<file path="src/design/sdf_pkg.sv">
// Shared types and constants for the signed decimal field formatter.
// No dependencies; imported by every design file but sdf_checker.
`default_nettype none

package sdf_pkg;

	// Fixed sizes of the value path.
	localparam int ValueW    = 32;
	localparam int NumDigits = 10;
	localparam int BcdW      = 4 * NumDigits;

	// ASCII codes the field is built from.
	localparam logic [7:0] CHAR_ZERO  = 8'h30;
	localparam logic [7:0] CHAR_SPACE = 8'h20;
	localparam logic [7:0] CHAR_MINUS = 8'h2D;
	localparam logic [7:0] CHAR_PLUS  = 8'h2B;

	// Packed decimal digits, most significant digit in the top nibble.
	typedef logic [BcdW-1:0] sdf_bcd_t;

	// Character counts of each region of the field, handed to the emitter.
	typedef struct packed {
		logic [5:0] lead;
		logic       sign_en;
		logic [7:0] sign_ch;
		logic [5:0] zeros;
		logic [3:0] ndig;
		logic [5:0] trail;
	} sdf_plan_t;

endpackage

`default_nettype wire

</file>
<file path="src/design/sdf_bcd.sv">
// Bit-serial binary to decimal converter (shift and add-3), followed by a
// digit-serial alignment pass that finds the digit count. Uses sdf_pkg.
`default_nettype none

module sdf_bcd (
	input  wire logic                          clk,
	input  wire logic                          arst_n,
	input  wire logic                          start,
	input  wire logic [sdf_pkg::ValueW-1:0]    mag,
	output logic                               done,
	output sdf_pkg::sdf_bcd_t                  digits,
	output logic [3:0]                         ndig
);
	import sdf_pkg::*;

	typedef enum logic [1:0] {B_IDLE, B_CONV, B_ALIGN} bcd_state_t;

	bcd_state_t          state_q;
	logic [5:0]          cnt_q;
	sdf_bcd_t            bcd_q;
	logic [ValueW-1:0]   bin_q;
	logic                done_q;
	sdf_bcd_t            adj;
	logic                top_zero;

	// Add-3 correction on every digit before the next shift.
	always_comb begin
		int i;
		for (i = 0; i < NumDigits; i++) begin
			if (bcd_q[4*i +: 4] >= 4'd5) begin
				adj[4*i +: 4] = bcd_q[4*i +: 4] + 4'd3;
			end else begin
				adj[4*i +: 4] = bcd_q[4*i +: 4];
			end
		end
	end

	assign top_zero = (bcd_q[BcdW-1 -: 4] == 4'd0);

	// One magnitude bit per cycle during conversion, then one digit per cycle
	// of left shift until the top digit is nonzero or every digit is shifted.
	always_ff @(posedge clk or negedge arst_n) begin
		if (!arst_n) begin
			state_q <= B_IDLE;
			cnt_q   <= 6'd0;
			done_q  <= 1'b0;
		end else begin
			done_q <= 1'b0;
			case (state_q)
				B_IDLE: begin
					if (start) begin
						bin_q   <= mag;
						bcd_q   <= '0;
						cnt_q   <= 6'd0;
						state_q <= B_CONV;
					end
				end
				B_CONV: begin
					bcd_q <= {adj[BcdW-2:0], bin_q[ValueW-1]};
					bin_q <= bin_q << 1;
					if (cnt_q == 6'(ValueW - 1)) begin
						cnt_q   <= 6'd0;
						state_q <= B_ALIGN;
					end else begin
						cnt_q <= cnt_q + 6'd1;
					end
				end
				B_ALIGN: begin
					if (!top_zero || cnt_q == 6'(NumDigits)) begin
						done_q  <= 1'b1;
						state_q <= B_IDLE;
					end else begin
						bcd_q <= bcd_q << 4;
						cnt_q <= cnt_q + 6'd1;
					end
				end
				default: begin
					state_q <= B_IDLE;
				end
			endcase
		end
	end

	assign done   = done_q;
	assign digits = bcd_q;
	assign ndig   = 4'(NumDigits) - cnt_q[3:0];

endmodule

`default_nettype wire

</file>
<file path="src/design/sdf_emit.sv">
// Character sequencer: walks the padding, sign, zero and digit regions of
// a planned field and emits one ASCII character per cycle. Uses sdf_pkg.
`default_nettype none

module sdf_emit (
	input  wire logic                 clk,
	input  wire logic                 arst_n,
	input  wire logic                 start,
	input  sdf_pkg::sdf_plan_t        plan,
	input  sdf_pkg::sdf_bcd_t         digits,
	output logic                      strobe,
	output logic [7:0]                out_char,
	output logic                      last_char,
	output logic                      done
);
	import sdf_pkg::*;

	typedef enum logic [2:0] {
		E_IDLE, E_PICK, E_LEAD, E_SIGN, E_ZERO, E_DIGIT, E_TRAIL
	} emit_state_t;

	emit_state_t state_q;
	sdf_plan_t   plan_q;
	sdf_bcd_t    dig_q;
	logic [5:0]  cnt_q;
	logic        strobe_q;
	logic [7:0]  char_q;
	logic        last_q;
	logic        done_q;

	emit_state_t nx_lead, nx_sign, nx_zero, nx_digit, nx_trail, nxt;
	logic [5:0]  nxt_cnt;
	logic [7:0]  cur_char;
	logic        phase_end;

	// First nonempty region at or after each point of the field.
	always_comb begin
		nx_trail = (plan_q.trail != 6'd0) ? E_TRAIL : E_IDLE;
		nx_digit = (plan_q.ndig != 4'd0) ? E_DIGIT : nx_trail;
		nx_zero  = (plan_q.zeros != 6'd0) ? E_ZERO : nx_digit;
		nx_sign  = plan_q.sign_en ? E_SIGN : nx_zero;
		nx_lead  = (plan_q.lead != 6'd0) ? E_LEAD : nx_sign;
	end

	// Region that follows the current one, and its character count.
	always_comb begin
		case (state_q)
			E_PICK:  nxt = nx_lead;
			E_LEAD:  nxt = nx_sign;
			E_SIGN:  nxt = nx_zero;
			E_ZERO:  nxt = nx_digit;
			E_DIGIT: nxt = nx_trail;
			default: nxt = E_IDLE;
		endcase
		case (nxt)
			E_LEAD:  nxt_cnt = plan_q.lead;
			E_SIGN:  nxt_cnt = 6'd1;
			E_ZERO:  nxt_cnt = plan_q.zeros;
			E_DIGIT: nxt_cnt = {2'b00, plan_q.ndig};
			E_TRAIL: nxt_cnt = plan_q.trail;
			default: nxt_cnt = 6'd0;
		endcase
	end

	// Character of the current region.
	always_comb begin
		case (state_q)
			E_SIGN:  cur_char = plan_q.sign_ch;
			E_ZERO:  cur_char = CHAR_ZERO;
			E_DIGIT: cur_char = CHAR_ZERO | {4'h0, dig_q[BcdW-1 -: 4]};
			default: cur_char = CHAR_SPACE;
		endcase
	end

	assign phase_end = (cnt_q == 6'd1);

	// Sequencer state and registered character output.
	always_ff @(posedge clk or negedge arst_n) begin
		if (!arst_n) begin
			state_q  <= E_IDLE;
			cnt_q    <= 6'd0;
			strobe_q <= 1'b0;
			last_q   <= 1'b0;
			done_q   <= 1'b0;
		end else begin
			strobe_q <= 1'b0;
			last_q   <= 1'b0;
			done_q   <= 1'b0;
			case (state_q)
				E_IDLE: begin
					if (start) begin
						plan_q  <= plan;
						dig_q   <= digits;
						state_q <= E_PICK;
					end
				end
				E_PICK: begin
					state_q <= nxt;
					cnt_q   <= nxt_cnt;
					if (nxt == E_IDLE) begin
						done_q <= 1'b1;
					end
				end
				E_LEAD, E_SIGN, E_ZERO, E_DIGIT, E_TRAIL: begin
					strobe_q <= 1'b1;
					char_q   <= cur_char;
					if (state_q == E_DIGIT) begin
						dig_q <= dig_q << 4;
					end
					if (phase_end) begin
						state_q <= nxt;
						cnt_q   <= nxt_cnt;
						if (nxt == E_IDLE) begin
							last_q <= 1'b1;
							done_q <= 1'b1;
						end
					end else begin
						cnt_q <= cnt_q - 6'd1;
					end
				end
				default: begin
					state_q <= E_IDLE;
				end
			endcase
		end
	end

	assign strobe    = strobe_q;
	assign out_char  = char_q;
	assign last_char = last_q;
	assign done      = done_q;

endmodule

`default_nettype wire

</file>
<file path="src/design/signed_decimal_field_formatter.sv">
// Formats a signed 32-bit value as a printf-style decimal field, one ASCII
// character per strobe. An item is taken when start is high and busy is low;
// busy stays high until the last character has been sent. Each item goes
// through the bit-serial conversion, an alignment pass that shifts out
// the leading zero digits one per cycle, planning, then emission of one
// character per cycle. The receiver must take every character as it is
// strobed; last_char marks the final one. An empty field strobes nothing.
// Depends on sdf_pkg, sdf_bcd and sdf_emit.
`default_nettype none

module signed_decimal_field_formatter #(
	parameter int MAX_FIELD = 63
) (
	input  wire logic               clk,
	input  wire logic               arst_n,
	input  wire logic               start,
	output logic                    busy,
	input  wire logic signed [31:0] value,
	input  wire logic [5:0]         field_width,
	input  wire logic signed [6:0]  min_digits,
	input  wire logic               left_align,
	input  wire logic               zero_fill,
	input  wire logic               force_plus,
	input  wire logic               space_sign,
	output logic                    strobe,
	output logic [7:0]              out_char,
	output logic                    last_char
);
	import sdf_pkg::*;

	localparam logic [5:0] MaxField = 6'(MAX_FIELD);
	localparam logic [5:0] PrecMax  = 6'(MAX_FIELD - 1);

	typedef enum logic [1:0] {T_IDLE, T_CONV, T_PLAN, T_EMIT} top_state_t;

	top_state_t        state_q;
	logic              accept;
	logic [ValueW-1:0] value_u;
	logic [ValueW-1:0] mag;

	logic              neg_q, left_q, zfill_q, plus_q, space_q;
	logic [5:0]        width_q;
	logic [6:0]        prec_q;
	logic [3:0]        dc_s1;
	logic [5:0]        body_s1;

	logic              bcd_done;
	sdf_bcd_t          bcd_digits;
	logic [3:0]        bcd_ndig;
	logic              emit_done;

	logic              has_prec;
	logic [5:0]        prec_c;
	logic [3:0]        dc;
	logic [5:0]        body;

	logic              sign_en;
	logic              zero_mode;
	logic [5:0]        width_c;
	logic [6:0]        total;
	logic [6:0]        pad;
	logic [6:0]        zeros7;
	sdf_plan_t         plan;

	assign accept  = start && (state_q == T_IDLE);
	assign busy    = (state_q != T_IDLE);
	assign value_u = $unsigned(value);
	assign mag     = value_u[ValueW-1] ? (~value_u + 32'd1) : value_u;

	// Digit count and body length once the conversion is done.
	always_comb begin
		has_prec = !prec_q[6];
		prec_c   = (prec_q[5:0] > PrecMax) ? PrecMax : prec_q[5:0];
		if (bcd_ndig == 4'd0 && !(has_prec && prec_q == 7'd0)) begin
			dc = 4'd1;
		end else begin
			dc = bcd_ndig;
		end
		if (has_prec && prec_c > {2'b00, dc}) begin
			body = prec_c;
		end else begin
			body = {2'b00, dc};
		end
	end

	// Padding and region counts of the field.
	always_comb begin
		sign_en   = neg_q || plus_q || space_q;
		zero_mode = !left_q && zfill_q && (prec_q[6] || prec_q == 7'd0);
		width_c   = (width_q > MaxField) ? MaxField : width_q;
		total     = {1'b0, body_s1} + {6'd0, sign_en};
		pad       = ({1'b0, width_c} > total) ? ({1'b0, width_c} - total) : 7'd0;
		zeros7    = ({1'b0, body_s1} - {3'b000, dc_s1}) + (zero_mode ? pad : 7'd0);

		plan.lead    = (!left_q && !zero_mode) ? pad[5:0] : 6'd0;
		plan.sign_en = sign_en;
		if (neg_q) begin
			plan.sign_ch = CHAR_MINUS;
		end else if (plus_q) begin
			plan.sign_ch = CHAR_PLUS;
		end else begin
			plan.sign_ch = CHAR_SPACE;
		end
		plan.zeros = zeros7[5:0];
		plan.ndig  = dc_s1;
		plan.trail = left_q ? pad[5:0] : 6'd0;
	end

	// Transaction control and captured field settings.
	always_ff @(posedge clk or negedge arst_n) begin
		if (!arst_n) begin
			state_q <= T_IDLE;
		end else begin
			case (state_q)
				T_IDLE: begin
					if (accept) begin
						neg_q   <= value_u[ValueW-1];
						width_q <= field_width;
						prec_q  <= $unsigned(min_digits);
						left_q  <= left_align;
						zfill_q <= zero_fill;
						plus_q  <= force_plus;
						space_q <= space_sign;
						state_q <= T_CONV;
					end
				end
				T_CONV: begin
					if (bcd_done) begin
						dc_s1   <= dc;
						body_s1 <= body;
						state_q <= T_PLAN;
					end
				end
				T_PLAN: begin
					state_q <= T_EMIT;
				end
				T_EMIT: begin
					if (emit_done) begin
						state_q <= T_IDLE;
					end
				end
				default: begin
					state_q <= T_IDLE;
				end
			endcase
		end
	end

	sdf_bcd u_bcd (
		.clk    (clk),
		.arst_n (arst_n),
		.start  (accept),
		.mag    (mag),
		.done   (bcd_done),
		.digits (bcd_digits),
		.ndig   (bcd_ndig)
	);

	sdf_emit u_emit (
		.clk       (clk),
		.arst_n    (arst_n),
		.start     (state_q == T_PLAN),
		.plan      (plan),
		.digits    (bcd_digits),
		.strobe    (strobe),
		.out_char  (out_char),
		.last_char (last_char),
		.done      (emit_done)
	);

endmodule

`default_nettype wire

</file>
<file path="config.mk">
export PLATFORM = sky130hd
export DESIGN_NAME = signed_decimal_field_formatter
export DESIGN_NICKNAME = d
export VERILOG_FILES = /design/src/design/sdf_pkg.sv /design/src/design/sdf_bcd.sv /design/src/design/sdf_emit.sv /design/src/design/signed_decimal_field_formatter.sv
export SDC_FILE = /design/constraint.sdc
export NUM_CORES = 1
export LEC_CHECK = 0
export BUFFER_PORTS_ARGS = -buffer_cell sky130_fd_sc_hd__buf_2
export CORE_MARGIN = 5
export CORE_UTILIZATION = 25
export DETAILED_ROUTE_END_ITERATION = 10
export GPL_TIMING_DRIVEN = 0
export PLACE_DENSITY_LB_ADDON = 0.3
export RECOVER_POWER = 50
export SLEW_MARGIN = 10
export SYNTH_ARGS = -nofsm -noshare
export SYNTH_HDL_FRONTEND = slang
export SYNTH_HIERARCHICAL = 1
export SYNTH_SLANG_ARGS = --single-unit
</file>
<file path="constraint.sdc">
create_clock -name clk -period 4.4 [get_ports clk]
set_clock_uncertainty 0.05 [all_clocks]
set_input_delay 0.44 -clock clk [delete_from_list [all_inputs] [get_ports clk]]
set_output_delay 0.44 -clock clk [all_outputs]
set_load 0.05 [all_outputs]
</file>
==> metrics, run 1 <==
Mapped Area=11,500 sq um; Post-synth top flop=edfxtp_1; initial antenna violation count=0; CTS Buffer Depth=3; io pins=63; FF-to-FF Start=neg_q$_DFFE_PP_; Hold Fails Final Rpt=0; Synth top area share=0.465; CTS Sinks=202; final setup vio count=0; slowest stage cell, crit path=fa_1; area of the multi-input gates=5340 sq um; H-tree levels=1; EDFF count, synth=179; measured slew at the worst slew-check pin=0.928 ns; Rel. slew slack=0.381; clock root cell=clkbuf_16; min-delay src=field_width[1]; FF+latch count, synth=202; ys async rst share=0.114; Worst path max stage delay=0.52 ns; Final Max Slew Viols=0; top-count cell post-synth=edfxtp_1; CTS Buf Count=25; R2R Path End=u_emit/plan_q[15]$_DFFE_PP_; count of cell types in the netlist=90; Tmin final=4.31 ns; RSZ-0062 raised after global routing=yes; sequential cell area=5950 sq um; Starting Density=0.253; fin cells=1,781; Pleak=5.28 nW; # rows=78; M1 GR Usage=0.145; Overflow after GRT=0; CORE AREA=45,600 sq um; worst hold path depth=1; met3 usage=0.0162; worst path cell trace=or3_4, ha_4, ha_4, nand3_4, xnor2_4, ha_4, buf_6, a21o_1, a21oi_2, a32oi_2, and3_4, nand2b_4, fa_1, inv_2, ha_4, nand2_2, o211ai_1, a21oi_2, xnor2_1, xnor2_1; Synth top cells by count=179 x edfxtp_1, 164 x nand2_1, 75 x inv_1; Worst VDD drop=0.265 mV; die footprint=50,600 sq um; status=completed; Post-route DRC=0; Layout area overhead=21.2%; synth top area cells=edfxtp_1 47%, ha_1 5.6%, nand2_1 5.3%; WP data required=4.61 ns; GR Util All Layers=0.101; hold endpoint=width_q[1]$_DFFE_PP_; maximum number of pins on one net before global-route repair=33; DRT Wirelength=26,100 microns; worst path arrival time=4.52 ns; CP Capture Type=register; Die W=225 microns; Seq/Total Area, Yosys=0.515; DR vias=8,211; gr busiest metal=met2; cell taking the most area after synthesis=edfxtp_1; Crit Path Category=reg -> reg; Fill cells=4,606; share of layout cells above drive strength 1=0.199; CTS tree=done; Initial DRC Count=477; Final nets=1,272; most used cell along the critical path=ha_4; first-pass GRT wire length=42,900 microns; WL/cell=14.7 microns; die height=225 microns; PD cells=609 nW/um^2; Cells after DPL=1,720; DR vias/cell=4.61; Skew-Pair Late Insertion Delay=0.51 ns; average instance area after synthesis=11.0 sq um; M2 GR Usage=0.159; number of max-cap violations=0; Clock Pin Slew Worst Setup and Hold Paths=0.06 ns; Mapped Cells=1,053; Crit Path Max Fanout=4; ant diodes=0; Hold Path Class=in -> reg; number of global-route vias before repair=8,192; startpoint types=register; crit path from=neg_q$_DFFE_PP_; final period utilization=0.981; yosys warns=6; antenna-violating nets left=0; R2R cell count=20; GPL Wtd Cong=0.858; Layout Utilization=0.307; reg2reg setup slack=0.09 ns; Port Buf Inserts=62; Max Fclk=0.232 GHz; Final HPWL DP=18,900 microns; first drt pass iteration count=5
==> worst max path at each step <==
stage / end / slack (ns) / depth (start not counted)
4_1_cts: u_emit/plan_q[15]$_DFFE_PP_ / 0.02 / 18
2_1_floorplan: u_emit/plan_q[15]$_DFFE_PP_ / 0.07 / 18
3_5_place_dp: u_emit/plan_q[15]$_DFFE_PP_ / -0.59 / 18
5_1_grt: u_emit/plan_q[15]$_DFFE_PP_ / -0.1 / 20
3_3_place_gp: u_bcd/digits[21]$_DFFE_PP_ / -0.84 / 10
6_report: u_emit/plan_q[15]$_DFFE_PP_ / 0.09 / 20
==> area by class of cell <==
class                      instances  share of cell area
clock buffer                      29              0.0472
multi-input combinational        730               0.381
sequential                       202               0.425
buffer                            46              0.0152
timing repair buffer              81              0.0357
inverter                          77              0.0207
tap                              600              0.0536
clock inverter                    16              0.0210
==> what timing repair did <==
action,CTS,global route
gates resized for setup,9,27
buffers inserted,7,8
endpoints found under the setup margin,5,2
hold endpoints to repair,23,0
hold buffers,1,0
pin swaps,8,19
==> per-layer routing <==
layer | vias up | part of all wire | routed length, microns
met1 | 3957 | 0.49 | 12700
met3 | 39 | 0.037 | 970
met2 | 157 | 0.45 | 11800
met4 | 0 | 0.024 | 628
met5 | - | 0 | 0
li1 | 4058 | - | -
==> sequential cells by signal, indices dropped and copies added, names as in the netlist <==
register	flops
body_s1	6
dc_s1	4
left_q	1
neg_q	1
plus_q	1
prec_q	7
space_q	1
state_q	2
u_bcd/bin_q	32
u_bcd/cnt_q	6
u_bcd/digits	40
u_bcd/done	1
u_bcd/state_q	2
u_emit/cnt_q	6
u_emit/dig_q	40
u_emit/done	1
u_emit/last_char	1
u_emit/out_char	8
u_emit/plan_q	31
u_emit/state_q	3
u_emit/strobe	1
width_q	6
zfill_q	1
==> power breakdown <==
part           internal (mW)  total [mW]  switching [mW]
sequential              2.75        3.01           0.265
clock                   1.54        2.35           0.802
combinational           1.22        3.17            1.95
==> cell usage in the layout, fill, tap and decap left out, types with 5 or more instances in the layout <==
cell type,count
o21a_1,5
nor3b_1,14
nor3_1,7
o21ai_0,42
a22oi_1,7
ha_4,8
buf_2,61
bufinv_16,8
mux2_2,42
mux2i_1,5
edfxtp_1,179
nand3_1,14
dfrtp_1,23
xnor2_1,44
ha_1,44
nor2_1,41
o22ai_1,21
and3_1,14
or4_1,7
o31ai_1,20
xor2_1,12
nand2_1,163
a21oi_1,37
o211ai_1,9
clkbuf_16,25
inv_1,73
buf_4,17
nand2b_1,14
a21o_1,6
clkbuf_1,41
nor2b_1,13
o41ai_1,7
and2_1,7
==> worst max-delay path, delay by kind of cell, from the launching register on <==
| kind | cells | cell delay, ns |
|---|---|---|
| XOR/XNOR | 3 | 0.35 |
| flip-flops | 1 | 0.45 |
| AND/OR/NAND/NOR | 5 | 0.92 |
| AO/OA/AOI/OAI | 5 | 0.67 |
| buffers and inverters | 2 | 0.13 |
| adder cells (fa/ha/maj) | 5 | 1.47 |
==> per-stage QoR <==
step / area (sq um) / hold slack, ns / power, mW / setup TNS [ns] / setup WS [ns]
4_1_cts: 13800 / 0.0113 / 8.60 / 0 / 0.0160
3_3_place_gp: 12600 / 0.434 / 6.11 / -35.13 / -0.844
3_5_place_dp: 12700 / 0.445 / 6.19 / -1.41 / -0.591
2_1_floorplan: 11600 / 0.0944 / 5.30 / 0 / 0.0711
5_1_grt: 14000 / 0.0220 / 9.11 / -0.133 / -0.0997
6_report: 14000 / 0.0476 / 8.53 / 0 / 0.0857
==> cell families (layout without fill, tap and decap cells) <==
| kind of cell | count (synthesis) | after routing | synth area share |
|---|---|---|---|
| XOR/XNOR | 58 | 58 | 0.0440 |
| AND/OR/NAND/NOR | 345 | 345 | 0.153 |
| buffers and inverters | 123 | 249 | 0.0434 |
| AO/OA/AOI/OAI | 219 | 219 | 0.133 |
| flip-flops | 202 | 202 | 0.515 |
| multiplexers | 47 | 47 | 0.0453 |
| other | 2 | 4 | 0.000650 |
| adder cells (fa/ha/maj) | 57 | 57 | 0.0650 |
Power figures use the tool's default switching activity.
==> run 2: changes to the inputs <==
Settings changed: CORE_UTILIZATION 25 to 45.
==> metrics, run 2 (same netlist as run 1, synthesis figures left out) <==
CP Capture Type=register; WL/cell=16.4 microns; PD cells=602 nW/um^2; R2R cell count=18; CTS Buf Count=24; share of layout cells above drive strength 1=0.187; Place WS=-0.578 ns; failing checks=capacitance limit, slew limit; measured slew at the worst slew-check pin=1.64 ns; Hold Fails Final Rpt=0; Layout area overhead=16.3%; number of max-cap violations=1; DR vias/cell=5.49; first drt pass iteration count=6; Rel. slew slack=-0.0927; CTS tree=done; crit path to=u_emit/plan_q[15]$_DFFE_PP_; slowest stage cell, crit path=fa_1; CTS Buffer Depth=3; Cells after DPL=1,450; FF-to-FF Start=plus_q$_DFFE_PP_; Clock Pin Slew Worst Setup and Hold Paths=0.06 ns; GPL Wtd Cong=0.886; DR vias=8,285; Crit Path Max Fanout=4; Worst VDD drop=0.425 mV; status=complete, but fails checks; Pleak=5.18 nW; CTS Sinks=202; first-pass GRT wire length=40,600 microns; GR Util All Layers=0.168; maximum number of pins on one net before global-route repair=33; RSZ-0062 raised after global routing=yes; WP data required=4.61 ns; io pins=63; Bufs and invs on worst path=1; DRT Wirelength=24,700 microns; H-tree levels=1; worst path cell trace=or3_4, ha_4, ha_4, xnor2_2, ha_4, and3b_2, o21ai_2, a32oi_2, and3_4, nand2b_4, fa_1, inv_2, ha_4, a21oi_4, o211ai_1, a21oi_2, xnor2_1, xnor2_1; worst path arrival time=4.54 ns; Layout Utilization=0.532; Overflow after GRT=0; crit path from=plus_q$_DFFE_PP_; Top delay family on crit path=adder cells; die height=170 microns; die footprint=29,000 sq um; design area=13,400 sq um; Die W=170 microns; initial antenna violation count=0; Starting Density=0.457; fin cells=1,508; Final nets=1,270; Port Buf Inserts=62; clock root cell=clkbuf_16; setup ws final=0.0713 ns; sequential cell area=5950 sq um; Hold Path Class=in -> reg; Fill cells=2,242; startpoint types=register; Initial DRC Count=630; Post-Place Cell Area=12,400 sq um; Max Fclk=0.231 GHz; most used cell along the critical path=ha_4; commonest non-fill, non-tap cells in the layout=179 x edfxtp_1, 163 x nand2_1, 74 x inv_1, 62 x buf_2, 49 x clkbuf_1; final period utilization=0.984; Post-route DRC=0; Tmin final=4.33 ns; Final Max Slew Viols=30; CORE AREA=25,300 sq um; ant diodes=0; number of global-route vias before repair=8,108; Design Power=8.08 mW; Final HPWL DP=17,400 microns; antenna-violating nets left=0; area of the multi-input gates=5300 sq um; reg2reg setup slack=0.07 ns; # rows=58; R2R Path End=u_emit/plan_q[15]$_DFFE_PP_; final setup vio count=0; Skew-Pair Late Insertion Delay=0.51 ns; WP depth=18; commonest non-fill, non-tap cell in the layout=edfxtp_1; Worst path max stage delay=0.52 ns; Crit Path Category=reg -> reg
run 2: cell types whose count changed in the layout (fill, tap and decap cells not counted), moves of 2 or more:
cell / change
clkbuf_1: +8
bufinv_16: -6
clkinv_4: -2
clkinvlp_4: -2
run 2: routing by layer:
metal  part of all wire  vias up  GRT usage
li1                   -     4061          -
met1               0.46     4003      0.233
met2               0.48      195      0.282
met3              0.047       26     0.0242
met4              0.013        0     0.0396
met5                  0        -          0
run 2: how the worst min path moves through the flow:
stage                                   to                         from  depth (start not counted)
6_report              width_q[5]$_DFFE_PP_               field_width[5]                          1
5_1_grt               width_q[0]$_DFFE_PP_               field_width[0]                          1
4_1_cts               width_q[0]$_DFFE_PP_               field_width[0]                          1
3_5_place_dp    u_emit/plan_q[6]$_DFFE_PP_           dc_s1[0]$_DFFE_PP_                          0
3_3_place_gp   u_emit/cnt_q[5]$_DFFE_PN0P_  u_emit/cnt_q[5]$_DFFE_PN0P_                          1
2_1_floorplan       state_q[0]$_DFFE_PN0P_                       arst_n                          0
run 2: what timing repair did:
item / CTS / global route
setup endpoints to repair: 4 / 3
hold buffers: 1 / 0
setup buffers: 10 / 4
resized for setup: 13 / 17
pin swaps: 10 / 14
endpoints found under the hold margin: 23 / 0
run 2: through the flow:
step | TNS [ns] | hold WS [ns]
floorplan | 0 | 0.0944
global placement | -23.40 | 0.429
detailed placement | -1.33 | 0.440
CTS | 0 | 0.0248
global route | -0.111 | 0.0211
finish | 0 | 0.0470
run 2: final cells by class:
type / instances / area share
Tap cell: 330 / 0.0308
Multi-Input combinational cell: 730 / 0.395
Clock inverter: 7 / 0.00643
Buffer: 46 / 0.0158
Sequential cell: 202 / 0.443
Inverter: 77 / 0.0215
Timing Repair Buffer: 80 / 0.0367
Clock buffer: 36 / 0.0504
run 2: where the power goes:
group	internal (mW)	switching, mW	leakage (nW)
Combinational	1.22	1.93	2.86
Sequential	2.75	0.263	1.96
Clock	1.18	0.747	0.369
Total	5.14	2.94	5.18
